`config.mk`:
```
export PLATFORM = sky130hd
export DESIGN_NAME = dual_core_load_estimator
export DESIGN_NICKNAME = d
export VERILOG_FILES = /design/src/dcle_pkg.sv /design/src/dcle_div.sv /design/src/dcle_lane.sv /design/src/dual_core_load_estimator.sv
export VERILOG_INCLUDE_DIRS = /design/src /design/src/src
export SDC_FILE = /design/constraint.sdc
export NUM_CORES = 2
export LEC_CHECK = 0
export BUFFER_PORTS_ARGS = -buffer_cell sky130_fd_sc_hd__buf_2
export CAP_MARGIN = 0
export CORE_MARGIN = 2
export CORE_UTILIZATION = 52
export DETAILED_ROUTE_END_ITERATION = 10
export PLACE_DENSITY = 0.69
export SLEW_MARGIN = 20
export SYNTH_ARGS = -nofsm -noshare
export SYNTH_HDL_FRONTEND = slang
export SYNTH_HIERARCHICAL = 1
export SYNTH_SLANG_ARGS = --single-unit
export TNS_END_PERCENT = 30
```
`constraint.sdc`:
```
create_clock -name clk -period 8.7 [get_ports clk]
set_clock_uncertainty 0.2 [all_clocks]
set_input_delay 0.87 -clock clk [delete_from_list [all_inputs] [get_ports clk]]
set_output_delay 0.87 -clock clk [all_outputs]
set_load 0.02 [all_outputs]
```
`src/dual_core_load_estimator_assert.svh`:
```
// assertion macros for the load estimator, clocked on clk and disabled in reset
`ifndef DUAL_CORE_LOAD_ESTIMATOR_ASSERT_SVH
`define DUAL_CORE_LOAD_ESTIMATOR_ASSERT_SVH

`ifndef SYNTHESIS
`define DCLE_CHECK_IMP(lbl, ante, cons) \
  lbl: assert property (@(posedge clk) disable iff (!rst_n) (ante) |-> (cons)) \
    else $error("same-cycle check failed");
`define DCLE_CHECK_NXT(lbl, ante, cons) \
  lbl: assert property (@(posedge clk) disable iff (!rst_n) (ante) |=> (cons)) \
    else $error("next-cycle check failed");
`else
`define DCLE_CHECK_IMP(lbl, ante, cons)
`define DCLE_CHECK_NXT(lbl, ante, cons)
`endif

`endif

```
`src/dcle_pkg.sv`:
```
package dcle_pkg;

  localparam int TIME_W  = 32;
  localparam int CFG_W   = 16;
  localparam int RATE_W  = 32;
  localparam int BUSY_W  = 15;
  localparam int SCALE_W = 7;   // bits of the percent scale 100
  localparam int MS_W    = 10;  // bits of the 1000 ms per second factor

  localparam logic [CFG_W-1:0] MIN_INTERVAL_RST = 16'd50;

  localparam logic OP_BASELINE = 1'b0;
  localparam logic OP_SAMPLE   = 1'b1;

  typedef enum logic [1:0] {
    ST_MEASURED = 2'd0,
    ST_SHORT    = 2'd1,
    ST_PRIMING  = 2'd2,
    ST_BASELINE = 2'd3
  } status_t;

  typedef enum logic [1:0] {
    TS_IDLE,
    TS_RUN,
    TS_HOLD
  } top_state_t;

  typedef enum logic [2:0] {
    LN_IDLE,
    LN_RATE,
    LN_PEAK,
    LN_LAUNCH,
    LN_BUSY
  } lane_state_t;

  typedef struct packed {
    logic start;
    logic capture;
    logic prime;
  } lane_cmd_t;

  typedef struct packed {
    logic              active;
    logic [BUSY_W-1:0] busy;
  } lane_stat_t;

endpackage

```
`src/dcle_div.sv`:
```
module dcle_div #(
  parameter int NUM_W = 47,
  parameter int DEN_W = 32
) (
  input  logic             clk,
  input  logic             rst_n,
  input  logic             start_i,
  input  logic [NUM_W-1:0] num_i,
  input  logic [DEN_W-1:0] den_i,
  output logic             done_o,
  output logic [NUM_W-1:0] quot_o
);

  localparam int CNT_W = $clog2(NUM_W + 1);

  logic             busy_r;
  logic             done_r;
  logic [CNT_W-1:0] cnt_r;
  logic [DEN_W-1:0] rem_r;
  logic [DEN_W-1:0] den_r;
  logic [NUM_W-1:0] q_r;

  logic [DEN_W:0] rem_sh;
  logic [DEN_W:0] diff;
  logic           ge;

  // restoring step, one quotient bit a cycle
  always_comb begin
    rem_sh = {rem_r, q_r[NUM_W-1]};
    diff   = rem_sh - {1'b0, den_r};
    ge     = ~diff[DEN_W];
  end

  always_ff @(posedge clk) begin
    if (!rst_n) begin
      busy_r <= 1'b0;
      done_r <= 1'b0;
      cnt_r  <= '0;
    end else begin
      done_r <= 1'b0;
      if (start_i) begin
        busy_r <= 1'b1;
        cnt_r  <= '0;
      end else if (busy_r) begin
        cnt_r <= cnt_r + 1'b1;
        if (cnt_r == CNT_W'(NUM_W - 1)) begin
          busy_r <= 1'b0;
          done_r <= 1'b1;
        end
      end
    end
  end

  always_ff @(posedge clk) begin
    if (start_i) begin
      q_r   <= num_i;
      rem_r <= '0;
      den_r <= den_i;
    end else if (busy_r) begin
      q_r   <= {q_r[NUM_W-2:0], ge};
      rem_r <= ge ? diff[DEN_W-1:0] : rem_sh[DEN_W-1:0];
    end
  end

  assign done_o = done_r;
  assign quot_o = q_r;

endmodule

```
`src/dcle_lane.sv`:
```
module dcle_lane #(
  parameter int COUNT_WIDTH   = 32,
  parameter int FRACTION_BITS = 8
) (
  input  logic                         clk,
  input  logic                         rst_n,
  input  dcle_pkg::lane_cmd_t          cmd_i,
  input  logic [COUNT_WIDTH-1:0]       count_i,
  input  logic [dcle_pkg::TIME_W-1:0]  elapsed_i,
  output dcle_pkg::lane_stat_t         stat_o
);

  localparam int RATE_NUM_W = COUNT_WIDTH + dcle_pkg::MS_W;
  localparam int BUSY_NUM_W = dcle_pkg::RATE_W + dcle_pkg::SCALE_W + FRACTION_BITS;
  localparam int NUM_W      = (RATE_NUM_W > BUSY_NUM_W) ? RATE_NUM_W : BUSY_NUM_W;
  localparam int RW         = dcle_pkg::RATE_W;

  dcle_pkg::lane_state_t state_r, state_nxt;

  logic [COUNT_WIDTH-1:0]      prev_count_r;
  logic [RW-1:0]               peak_r;
  logic [RW-1:0]               rate_r;
  logic [dcle_pkg::BUSY_W-1:0] busy_r;
  logic                        prime_r;

  logic [COUNT_WIDTH-1:0] delta;
  logic [NUM_W-1:0]       delta_ext;
  logic [NUM_W-1:0]       rate_num;
  logic [RW-1:0]          diff;
  logic [NUM_W-1:0]       diff_ext;
  logic [NUM_W-1:0]       busy_num;
  logic [RW-1:0]          rate_sat;
  logic                   start_sample;

  logic                         div_start;
  logic [NUM_W-1:0]             div_num;
  logic [dcle_pkg::TIME_W-1:0]  div_den;
  logic                         div_done;
  logic [NUM_W-1:0]             div_quot;

  always_comb begin
    delta     = count_i - prev_count_r;
    delta_ext = {{(NUM_W - COUNT_WIDTH){1'b0}}, delta};
    // times 1000 as 1024 - 16 - 8
    rate_num  = (delta_ext << 10) - (delta_ext << 4) - (delta_ext << 3);
    diff      = peak_r - rate_r;
    diff_ext  = {{(NUM_W - RW){1'b0}}, diff};
    // times 100 as 64 + 32 + 4, then the fraction shift
    busy_num  = ((diff_ext << 6) + (diff_ext << 5) + (diff_ext << 2)) << FRACTION_BITS;
    rate_sat  = (|div_quot[NUM_W-1:RW]) ? {RW{1'b1}} : div_quot[RW-1:0];
    start_sample = cmd_i.start & ~cmd_i.capture;
  end

  always_comb begin
    state_nxt = state_r;
    case (state_r)
      dcle_pkg::LN_IDLE: begin
        if (start_sample) state_nxt = dcle_pkg::LN_RATE;
      end
      dcle_pkg::LN_RATE: begin
        if (div_done) state_nxt = prime_r ? dcle_pkg::LN_IDLE : dcle_pkg::LN_PEAK;
      end
      dcle_pkg::LN_PEAK: begin
        state_nxt = dcle_pkg::LN_LAUNCH;
      end
      dcle_pkg::LN_LAUNCH: begin
        state_nxt = (peak_r == '0) ? dcle_pkg::LN_IDLE : dcle_pkg::LN_BUSY;
      end
      dcle_pkg::LN_BUSY: begin
        if (div_done) state_nxt = dcle_pkg::LN_IDLE;
      end
      default: begin
        state_nxt = dcle_pkg::LN_IDLE;
      end
    endcase
  end

  always_comb begin
    div_start = 1'b0;
    div_num   = busy_num;
    div_den   = peak_r;
    case (state_r)
      dcle_pkg::LN_IDLE: begin
        div_start = start_sample;
        div_num   = rate_num;
        div_den   = elapsed_i;
      end
      dcle_pkg::LN_LAUNCH: begin
        div_start = (peak_r != '0);
      end
      default: begin
        div_start = 1'b0;
      end
    endcase
    stat_o.active = (state_r != dcle_pkg::LN_IDLE);
    stat_o.busy   = busy_r;
  end

  always_ff @(posedge clk) begin
    if (!rst_n) begin
      state_r      <= dcle_pkg::LN_IDLE;
      prev_count_r <= '0;
      peak_r       <= '0;
    end else begin
      state_r <= state_nxt;
      if ((state_r == dcle_pkg::LN_IDLE) && cmd_i.start) begin
        prev_count_r <= count_i;
      end
      if ((state_r == dcle_pkg::LN_RATE) && div_done && prime_r) begin
        peak_r <= rate_sat;
      end
      if ((state_r == dcle_pkg::LN_PEAK) && (rate_r > peak_r)) begin
        peak_r <= rate_r;
      end
    end
  end

  always_ff @(posedge clk) begin
    if ((state_r == dcle_pkg::LN_IDLE) && cmd_i.start) prime_r <= cmd_i.prime;
    if ((state_r == dcle_pkg::LN_RATE) && div_done) rate_r <= rate_sat;
    if ((state_r == dcle_pkg::LN_LAUNCH) && (peak_r == '0)) busy_r <= '0;
    if ((state_r == dcle_pkg::LN_BUSY) && div_done) busy_r <= div_quot[dcle_pkg::BUSY_W-1:0];
  end

  dcle_div #(
    .NUM_W (NUM_W),
    .DEN_W (dcle_pkg::TIME_W)
  ) u_div (
    .clk     (clk),
    .rst_n   (rst_n),
    .start_i (div_start),
    .num_i   (div_num),
    .den_i   (div_den),
    .done_o  (div_done),
    .quot_o  (div_quot)
  );

endmodule

```
`src/dual_core_load_estimator.sv`:
```
// with out_ready high: baselines and too-short samples go from idle straight to hold, where
// out_valid is registered; priming samples first run the rate division in both lanes, and
// measured samples run it, raise the peak, then run the busy-share division if the peak is
// nonzero; each runs N = max(COUNT_WIDTH+10, 39+FRACTION_BITS) steps, one quotient bit a cycle
// throughput: one word at a time, the next is accepted the cycle after the result is registered
// reset: synchronous active-low rst_n clears stored point, peaks, primed flag; interval is 50
`include "dual_core_load_estimator_assert.svh"

module dual_core_load_estimator #(
  parameter int COUNT_WIDTH   = 32,
  parameter int FRACTION_BITS = 8
) (
  input  logic                         clk,
  input  logic                         rst_n,

  // configuration port
  input  logic                         psel,
  input  logic                         penable,
  input  logic                         pwrite,
  input  logic [2:0]                   paddr,
  input  logic [31:0]                  pwdata,
  output logic [31:0]                  prdata,
  output logic                         pready,

  // input words
  input  logic                         in_valid,
  output logic                         in_ready,
  input  logic                         in_operation,
  input  logic [dcle_pkg::TIME_W-1:0]  in_now_ms,
  input  logic [COUNT_WIDTH-1:0]       in_idle_count_core0,
  input  logic [COUNT_WIDTH-1:0]       in_idle_count_core1,

  // result words
  output logic                         out_valid,
  input  logic                         out_ready,
  output logic [dcle_pkg::BUSY_W-1:0]  out_busy_core0,
  output logic [dcle_pkg::BUSY_W-1:0]  out_busy_core1,
  output logic [1:0]                   out_status
);

  dcle_pkg::top_state_t state_r, state_nxt;

  logic [dcle_pkg::CFG_W-1:0]  min_interval_r;
  logic [dcle_pkg::TIME_W-1:0] prev_time_r;
  logic                        primed_r;
  dcle_pkg::status_t           pend_status_r;

  logic                        out_valid_r;
  logic [dcle_pkg::BUSY_W-1:0] out_busy0_r;
  logic [dcle_pkg::BUSY_W-1:0] out_busy1_r;
  dcle_pkg::status_t           out_status_r;

  logic                        accept;
  logic                        is_baseline;
  logic [dcle_pkg::TIME_W-1:0] elapsed;
  logic [dcle_pkg::CFG_W-1:0]  limit;
  logic                        too_short;
  logic                        cfg_write;
  logic                        out_free;
  logic                        load_out;
  logic                        lanes_idle;

  dcle_pkg::lane_cmd_t  lane_cmd;
  dcle_pkg::lane_stat_t lane0_stat;
  dcle_pkg::lane_stat_t lane1_stat;

  // register access, single register decoded on paddr[2] low, so it answers at words zero to three
  assign pready    = 1'b1;
  assign cfg_write = psel & penable & pwrite & pready & ~paddr[2];
  assign prdata    = paddr[2] ? 32'd0 : {{(32 - dcle_pkg::CFG_W){1'b0}}, min_interval_r};

  always_ff @(posedge clk) begin
    if (!rst_n) begin
      min_interval_r <= dcle_pkg::MIN_INTERVAL_RST;
    end else if (cfg_write) begin
      min_interval_r <= pwdata[dcle_pkg::CFG_W-1:0];
    end
  end

  // elapsed time since the stored point, wrap-safe; a zero interval acts as one
  always_comb begin
    accept      = in_valid & in_ready;
    is_baseline = (in_operation == dcle_pkg::OP_BASELINE);
    elapsed     = in_now_ms - prev_time_r;
    limit       = (min_interval_r == '0) ? dcle_pkg::CFG_W'(1) : min_interval_r;
    too_short   = elapsed < {{(dcle_pkg::TIME_W - dcle_pkg::CFG_W){1'b0}}, limit};
    out_free    = ~out_valid_r | out_ready;
    lanes_idle  = ~lane0_stat.active & ~lane1_stat.active;
  end

  // both lanes see the same command; baseline only stores the counters
  always_comb begin
    lane_cmd.start   = accept & (is_baseline | ~too_short);
    lane_cmd.capture = is_baseline;
    lane_cmd.prime   = ~primed_r;
  end

  // next state
  always_comb begin
    state_nxt = state_r;
    case (state_r)
      dcle_pkg::TS_IDLE: begin
        if (accept) begin
          state_nxt = (!is_baseline && !too_short) ? dcle_pkg::TS_RUN : dcle_pkg::TS_HOLD;
        end
      end
      dcle_pkg::TS_RUN: begin
        if (lanes_idle) state_nxt = dcle_pkg::TS_HOLD;
      end
      dcle_pkg::TS_HOLD: begin
        if (out_free) state_nxt = dcle_pkg::TS_IDLE;
      end
      default: begin
        state_nxt = dcle_pkg::TS_IDLE;
      end
    endcase
  end

  // control outputs
  always_comb begin
    in_ready = 1'b0;
    load_out = 1'b0;
    case (state_r)
      dcle_pkg::TS_IDLE: begin
        in_ready = 1'b1;
      end
      dcle_pkg::TS_HOLD: begin
        load_out = out_free;
      end
      default: begin
        in_ready = 1'b0;
      end
    endcase
  end

  always_ff @(posedge clk) begin
    if (!rst_n) begin
      state_r     <= dcle_pkg::TS_IDLE;
      prev_time_r <= '0;
      primed_r    <= 1'b0;
      out_valid_r <= 1'b0;
    end else begin
      state_r <= state_nxt;
      if (accept) begin
        if (is_baseline) begin
          prev_time_r <= in_now_ms;
          primed_r    <= 1'b0;
        end else if (!too_short) begin
          prev_time_r <= in_now_ms;
          primed_r    <= 1'b1;
        end
      end
      if (load_out) begin
        out_valid_r <= 1'b1;
      end else if (out_ready) begin
        out_valid_r <= 1'b0;
      end
    end
  end

  // pending status, then the merge of both lanes into the output register
  always_ff @(posedge clk) begin
    if (accept) begin
      if (is_baseline) begin
        pend_status_r <= dcle_pkg::ST_BASELINE;
      end else if (too_short) begin
        pend_status_r <= dcle_pkg::ST_SHORT;
      end else begin
        pend_status_r <= primed_r ? dcle_pkg::ST_MEASURED : dcle_pkg::ST_PRIMING;
      end
    end
    if (load_out) begin
      out_status_r <= pend_status_r;
      out_busy0_r  <= (pend_status_r == dcle_pkg::ST_MEASURED) ? lane0_stat.busy : '0;
      out_busy1_r  <= (pend_status_r == dcle_pkg::ST_MEASURED) ? lane1_stat.busy : '0;
    end
  end

  assign out_valid      = out_valid_r;
  assign out_busy_core0 = out_busy0_r;
  assign out_busy_core1 = out_busy1_r;
  assign out_status     = out_status_r;

  // one lane per core
  dcle_lane #(
    .COUNT_WIDTH   (COUNT_WIDTH),
    .FRACTION_BITS (FRACTION_BITS)
  ) u_lane0 (
    .clk       (clk),
    .rst_n     (rst_n),
    .cmd_i     (lane_cmd),
    .count_i   (in_idle_count_core0),
    .elapsed_i (elapsed),
    .stat_o    (lane0_stat)
  );

  dcle_lane #(
    .COUNT_WIDTH   (COUNT_WIDTH),
    .FRACTION_BITS (FRACTION_BITS)
  ) u_lane1 (
    .clk       (clk),
    .rst_n     (rst_n),
    .cmd_i     (lane_cmd),
    .count_i   (in_idle_count_core1),
    .elapsed_i (elapsed),
    .stat_o    (lane1_stat)
  );

  // a word in flight blocks the next one
  `DCLE_CHECK_NXT(a_accept_blocks, accept, !in_ready)
  // lanes only work while the controller waits on them
  `DCLE_CHECK_IMP(a_lanes_in_run, lane0_stat.active || lane1_stat.active,
                  state_r == dcle_pkg::TS_RUN)
  // only a measured word carries a busy share
  `DCLE_CHECK_IMP(a_busy_only_measured,
                  out_valid_r && (out_status_r != dcle_pkg::ST_MEASURED),
                  (out_busy0_r == '0) && (out_busy1_r == '0))

endmodule

```
==> flow_summary.json <==
{
  "drt_iter0_drc": 3246,
  "yosys_warnings": 6,
  "antenna_found_initial": 6,
  "clk_pin_slew_worst_paths_ps": 60,
  "grt_pass1_vias": 38447,
  "yosysTopAreaCellShare": 0.1777,
  "period_share": 0.9246,
  "rsz0062_at_grt": "false",
  "startpoint_type": "primary input",
  "yosys_register_bits": 554,
  "setup.worst_path.class": "in -> reg",
  "slowest_stage": "a2111o_1",
  "post-cts-setup-buffers": 0,
  "nets": 6463,
  "grt_usage": 0.2600,
  "rows": 112,
  "drc": 0,
  "die_y_um": 310.0,
  "drv_slew": 0,
  "period_minus_slack_ps": 8044,
  "yosys.area.top_type": "edfxtp_1",
  "worstMarginPinSlew_ps": 1170,
  "die_w_um": 310.0,
  "dr.pass1.iters": 5,
  "total_power_w": 0.01407,
  "critPathRequiredTime_ps": 8880,
  "power.leakage_nw": 22.76,
  "wl_mm": 128.1,
  "insertion_delay_ps": 640,
  "postRouteAntennaNets": 0,
  "fmax_mhz": 124.3,
  "crit_path_max_fanout": 6,
  "cts_sinks": 554,
  "htree_levels": 3,
  "hold_viol_final": 0,
  "whs_ps": 258.9,
  "coreArea_um2": 93050,
  "cts_tree": "yes",
  "viasPerCell": 5.780,
  "start_util": 0.5231,
  "setup_viol": 0,
  "syn_area_um2": 48680,
  "yosys-top-cells-area": "edfxtp_1 18%, dfxtp_1 11%, ha_1 11%",
  "async_flop_share": 0,
  "maxSlewHeadroom": 0.2202,
  "synthCells": 5769,
  "ir_drop_uv": 176.5,
  "grt_pass1_wl_mm": 202.8,
  "synth.distinct_cells": 139,
  "top_level_ports": 206,
  "synth_edf_count": 288,
  "synth_ff_type": "edfxtp_1",
  "grt_max_degree": 192,
  "clockBufferDepth": 3,
  "post_drt_wl_per_cell_um": 17.92,
  "hpwl_mm": 95.79,
  "hold_path.class": "reg -> reg",
  "slowest_delay_ps": 500,
  "worstSetupEndpointType": "register",
  "grt.overflow.total": 0,
  "drv_cap": 0,
  "finalSetupTns_ps": 0,
  "cts_buffers": 69,
  "drive_gt1_frac": 0.1139,
  "power_density_nw_per_um2": 265.9,
  "syn_area_per_cell_um2": 8.438,
  "port-buffer-count": 170,
  "fp.dieArea_um2": 96070,
  "crit_arrival_ps": 8220,
  "run_status": "completed",
  "via_count": 41318,
  "synthToLayoutAreaGrowth_pct": 8.714,
  "seq_area_frac_synth": 0.2871,
  "gp_congestion": 0.9337,
  "cts-root-buf": "clkbuf_16"
}
## path summary, 6_finish.rpt
| path | startpoint | to | slack, ps | cells after the start |
|---|---|---|---|---|
| setup reg to reg | u_lane0/prev_count_r[0]$_SDFFE_PN0P_ | u_lane0/u_div/quot_o[41]$_DFFE_PP_ | 720 | 37 |
| hold / removal | prev_time_r[7]$_SDFFE_PN0P_ | prev_time_r[7]$_SDFFE_PN0P_ | 260 | 2 |
| setup / recovery | in_idle_count_core0[0] | u_lane0/u_div/quot_o[41]$_DFFE_PP_ | 660 | 39 |
| hold reg to reg | prev_time_r[7]$_SDFFE_PN0P_ | prev_time_r[7]$_SDFFE_PN0P_ | 260 | 2 |
## cell usage in the layout, fill, tap and decap left out, types with 65 or more instances in the layout
| cell type | count |
|---|---|
| o21ai_1 | 79 |
| mux2i_1 | 73 |
| nor2b_1 | 91 |
| ha_1 | 424 |
| fa_1 | 65 |
| and2_1 | 93 |
| or2_2 | 85 |
| a21oi_1 | 369 |
| a21o_1 | 184 |
| o21ai_0 | 254 |
| nand3_1 | 165 |
| edfxtp_1 | 288 |
| mux2_2 | 124 |
| nand2_1 | 639 |
| nor2_1 | 339 |
| nand4_1 | 65 |
| buf_2 | 169 |
| clkbuf_16 | 72 |
| inv_1 | 523 |
| dfxtp_1 | 264 |
| nand2b_1 | 105 |
| a21boi_0 | 90 |
| xnor2_1 | 237 |
| xor2_1 | 116 |
## synthesized netlist by cell type, types with 59 or more instances
| cell | n |
|---|---|
| edfxtp_1 | 288 |
| ha_1 | 424 |
| nand2b_1 | 105 |
| a21o_1 | 184 |
| a21boi_0 | 90 |
| o21ai_0 | 254 |
| a21oi_1 | 369 |
| nor2_1 | 343 |
| xor2_1 | 116 |
| nor2b_1 | 91 |
| and2_1 | 93 |
| nand4_1 | 65 |
| or2_2 | 85 |
| o21ai_1 | 80 |
| dfxtp_1 | 266 |
| a311oi_1 | 65 |
| clkbuf_1 | 177 |
| fa_1 | 65 |
| mux2i_1 | 73 |
| xnor2_1 | 237 |
| inv_1 | 523 |
| nand3_1 | 165 |
| and3_1 | 59 |
| nand2_1 | 643 |
| mux2_2 | 124 |
| o211ai_1 | 60 |
## metal layers
metal	track usage	vias up	share of wire
li1	-	20608	-
met1	0.3737	19336	0.48
met2	0.3956	1160	0.42
met3	0.04700	208	0.070
met4	0.07999	6	0.031
met5	0	-	0.00025
## timing repair
| item | 4_1_cts | 5_1_grt |
|---|---|---|
| endpoints found under the setup margin | 0 | 2 |
| hold buffers | 0 | 0 |
| resized for setup | 0 | 2 |
| endpoints found under the hold margin | 0 | 0 |
## power by group
part | total, W | switching, W | internal [W]
clock network | 0.00297 | 0.00124 | 0.00173
logic | 0.00777 | 0.00451 | 0.00326
registers | 0.00333 | 0.000220 | 0.00311
## final cells by class
class / instances / area, um2
clock buffers: 88 / 1922
clock inverters: 39 / 396.6
repair buffers: 207 / 1172
diodes: 3 / 7.507
flip-flops and latches: 554 / 13980
inverters: 530 / 1992
multi-input cells: 4473 / 31880
well taps: 1254 / 1569
fillers: 8539 / 40130
## logic make-up (layout without fill, tap and decap cells)
group	count (synthesis)	in the layout	synth area share
adders and majority gates	498	498	0.1376
other	4	26	0.0003084
AOI/OAI and AO/OA	1544	1544	0.2165
muxes	197	197	0.04370
DFF	554	554	0.2871
buffers and inverters	761	864	0.06143
and+or+nand+nor	1851	1851	0.1871
xor gates and xnor gates	360	360	0.06624
## flip-flops by register name (all words and copies together) (netlist names), 3 cells and up
| signal | cells |
|---|---|
| u_lane0/busy_r | 15 |
| u_lane0/state_r | 3 |
| min_interval_r | 16 |
| prev_time_r | 32 |
| u_lane1/prev_count_r | 32 |
| u_lane1/peak_r | 32 |
| u_lane1/state_r | 3 |
| u_lane0/rate_r | 32 |
| u_lane1/busy_r | 15 |
| u_lane0/u_div/rem_r | 32 |
| out_busy_core1 | 15 |
| u_lane0/u_div/quot_o | 47 |
| u_lane0/prev_count_r | 32 |
| u_lane1/u_div/quot_o | 47 |
| u_lane1/u_div/rem_r | 32 |
| u_lane1/rate_r | 32 |
| u_lane0/u_div/cnt_r | 6 |
| u_lane0/u_div/den_r | 32 |
| u_lane0/peak_r | 32 |
| u_lane1/u_div/cnt_r | 6 |
| u_lane1/u_div/den_r | 32 |
| out_busy_core0 | 15 |
## critical path: cells and delay by family
kind            cells  cell delay [ps]
compound gates     16             3130
xor+xnor            2              320
fa+ha+maj           4             1300
buf+inv             4              330
mux                 1              280
simple gates       12             2000
## per-stage QoR
| stage | cells | worst slack (ps) | utilization | area (um2) |
|---|---|---|---|---|
| finish | 7148 | 656.0 | 0.5687 | 52920 |
| global route | 7147 | 6.538 | 0.5687 | 52920 |
| CTS | 7145 | 626.5 | 0.5685 | 52900 |
| detailed placement | 7018 | -19.24 | 0.5436 | 50580 |
| global placement | 7018 | 65.95 | 0.5436 | 50580 |
| floorplan | 5788 | 837.7 | - | 48750 |
(Power assumes the default switching activity.)
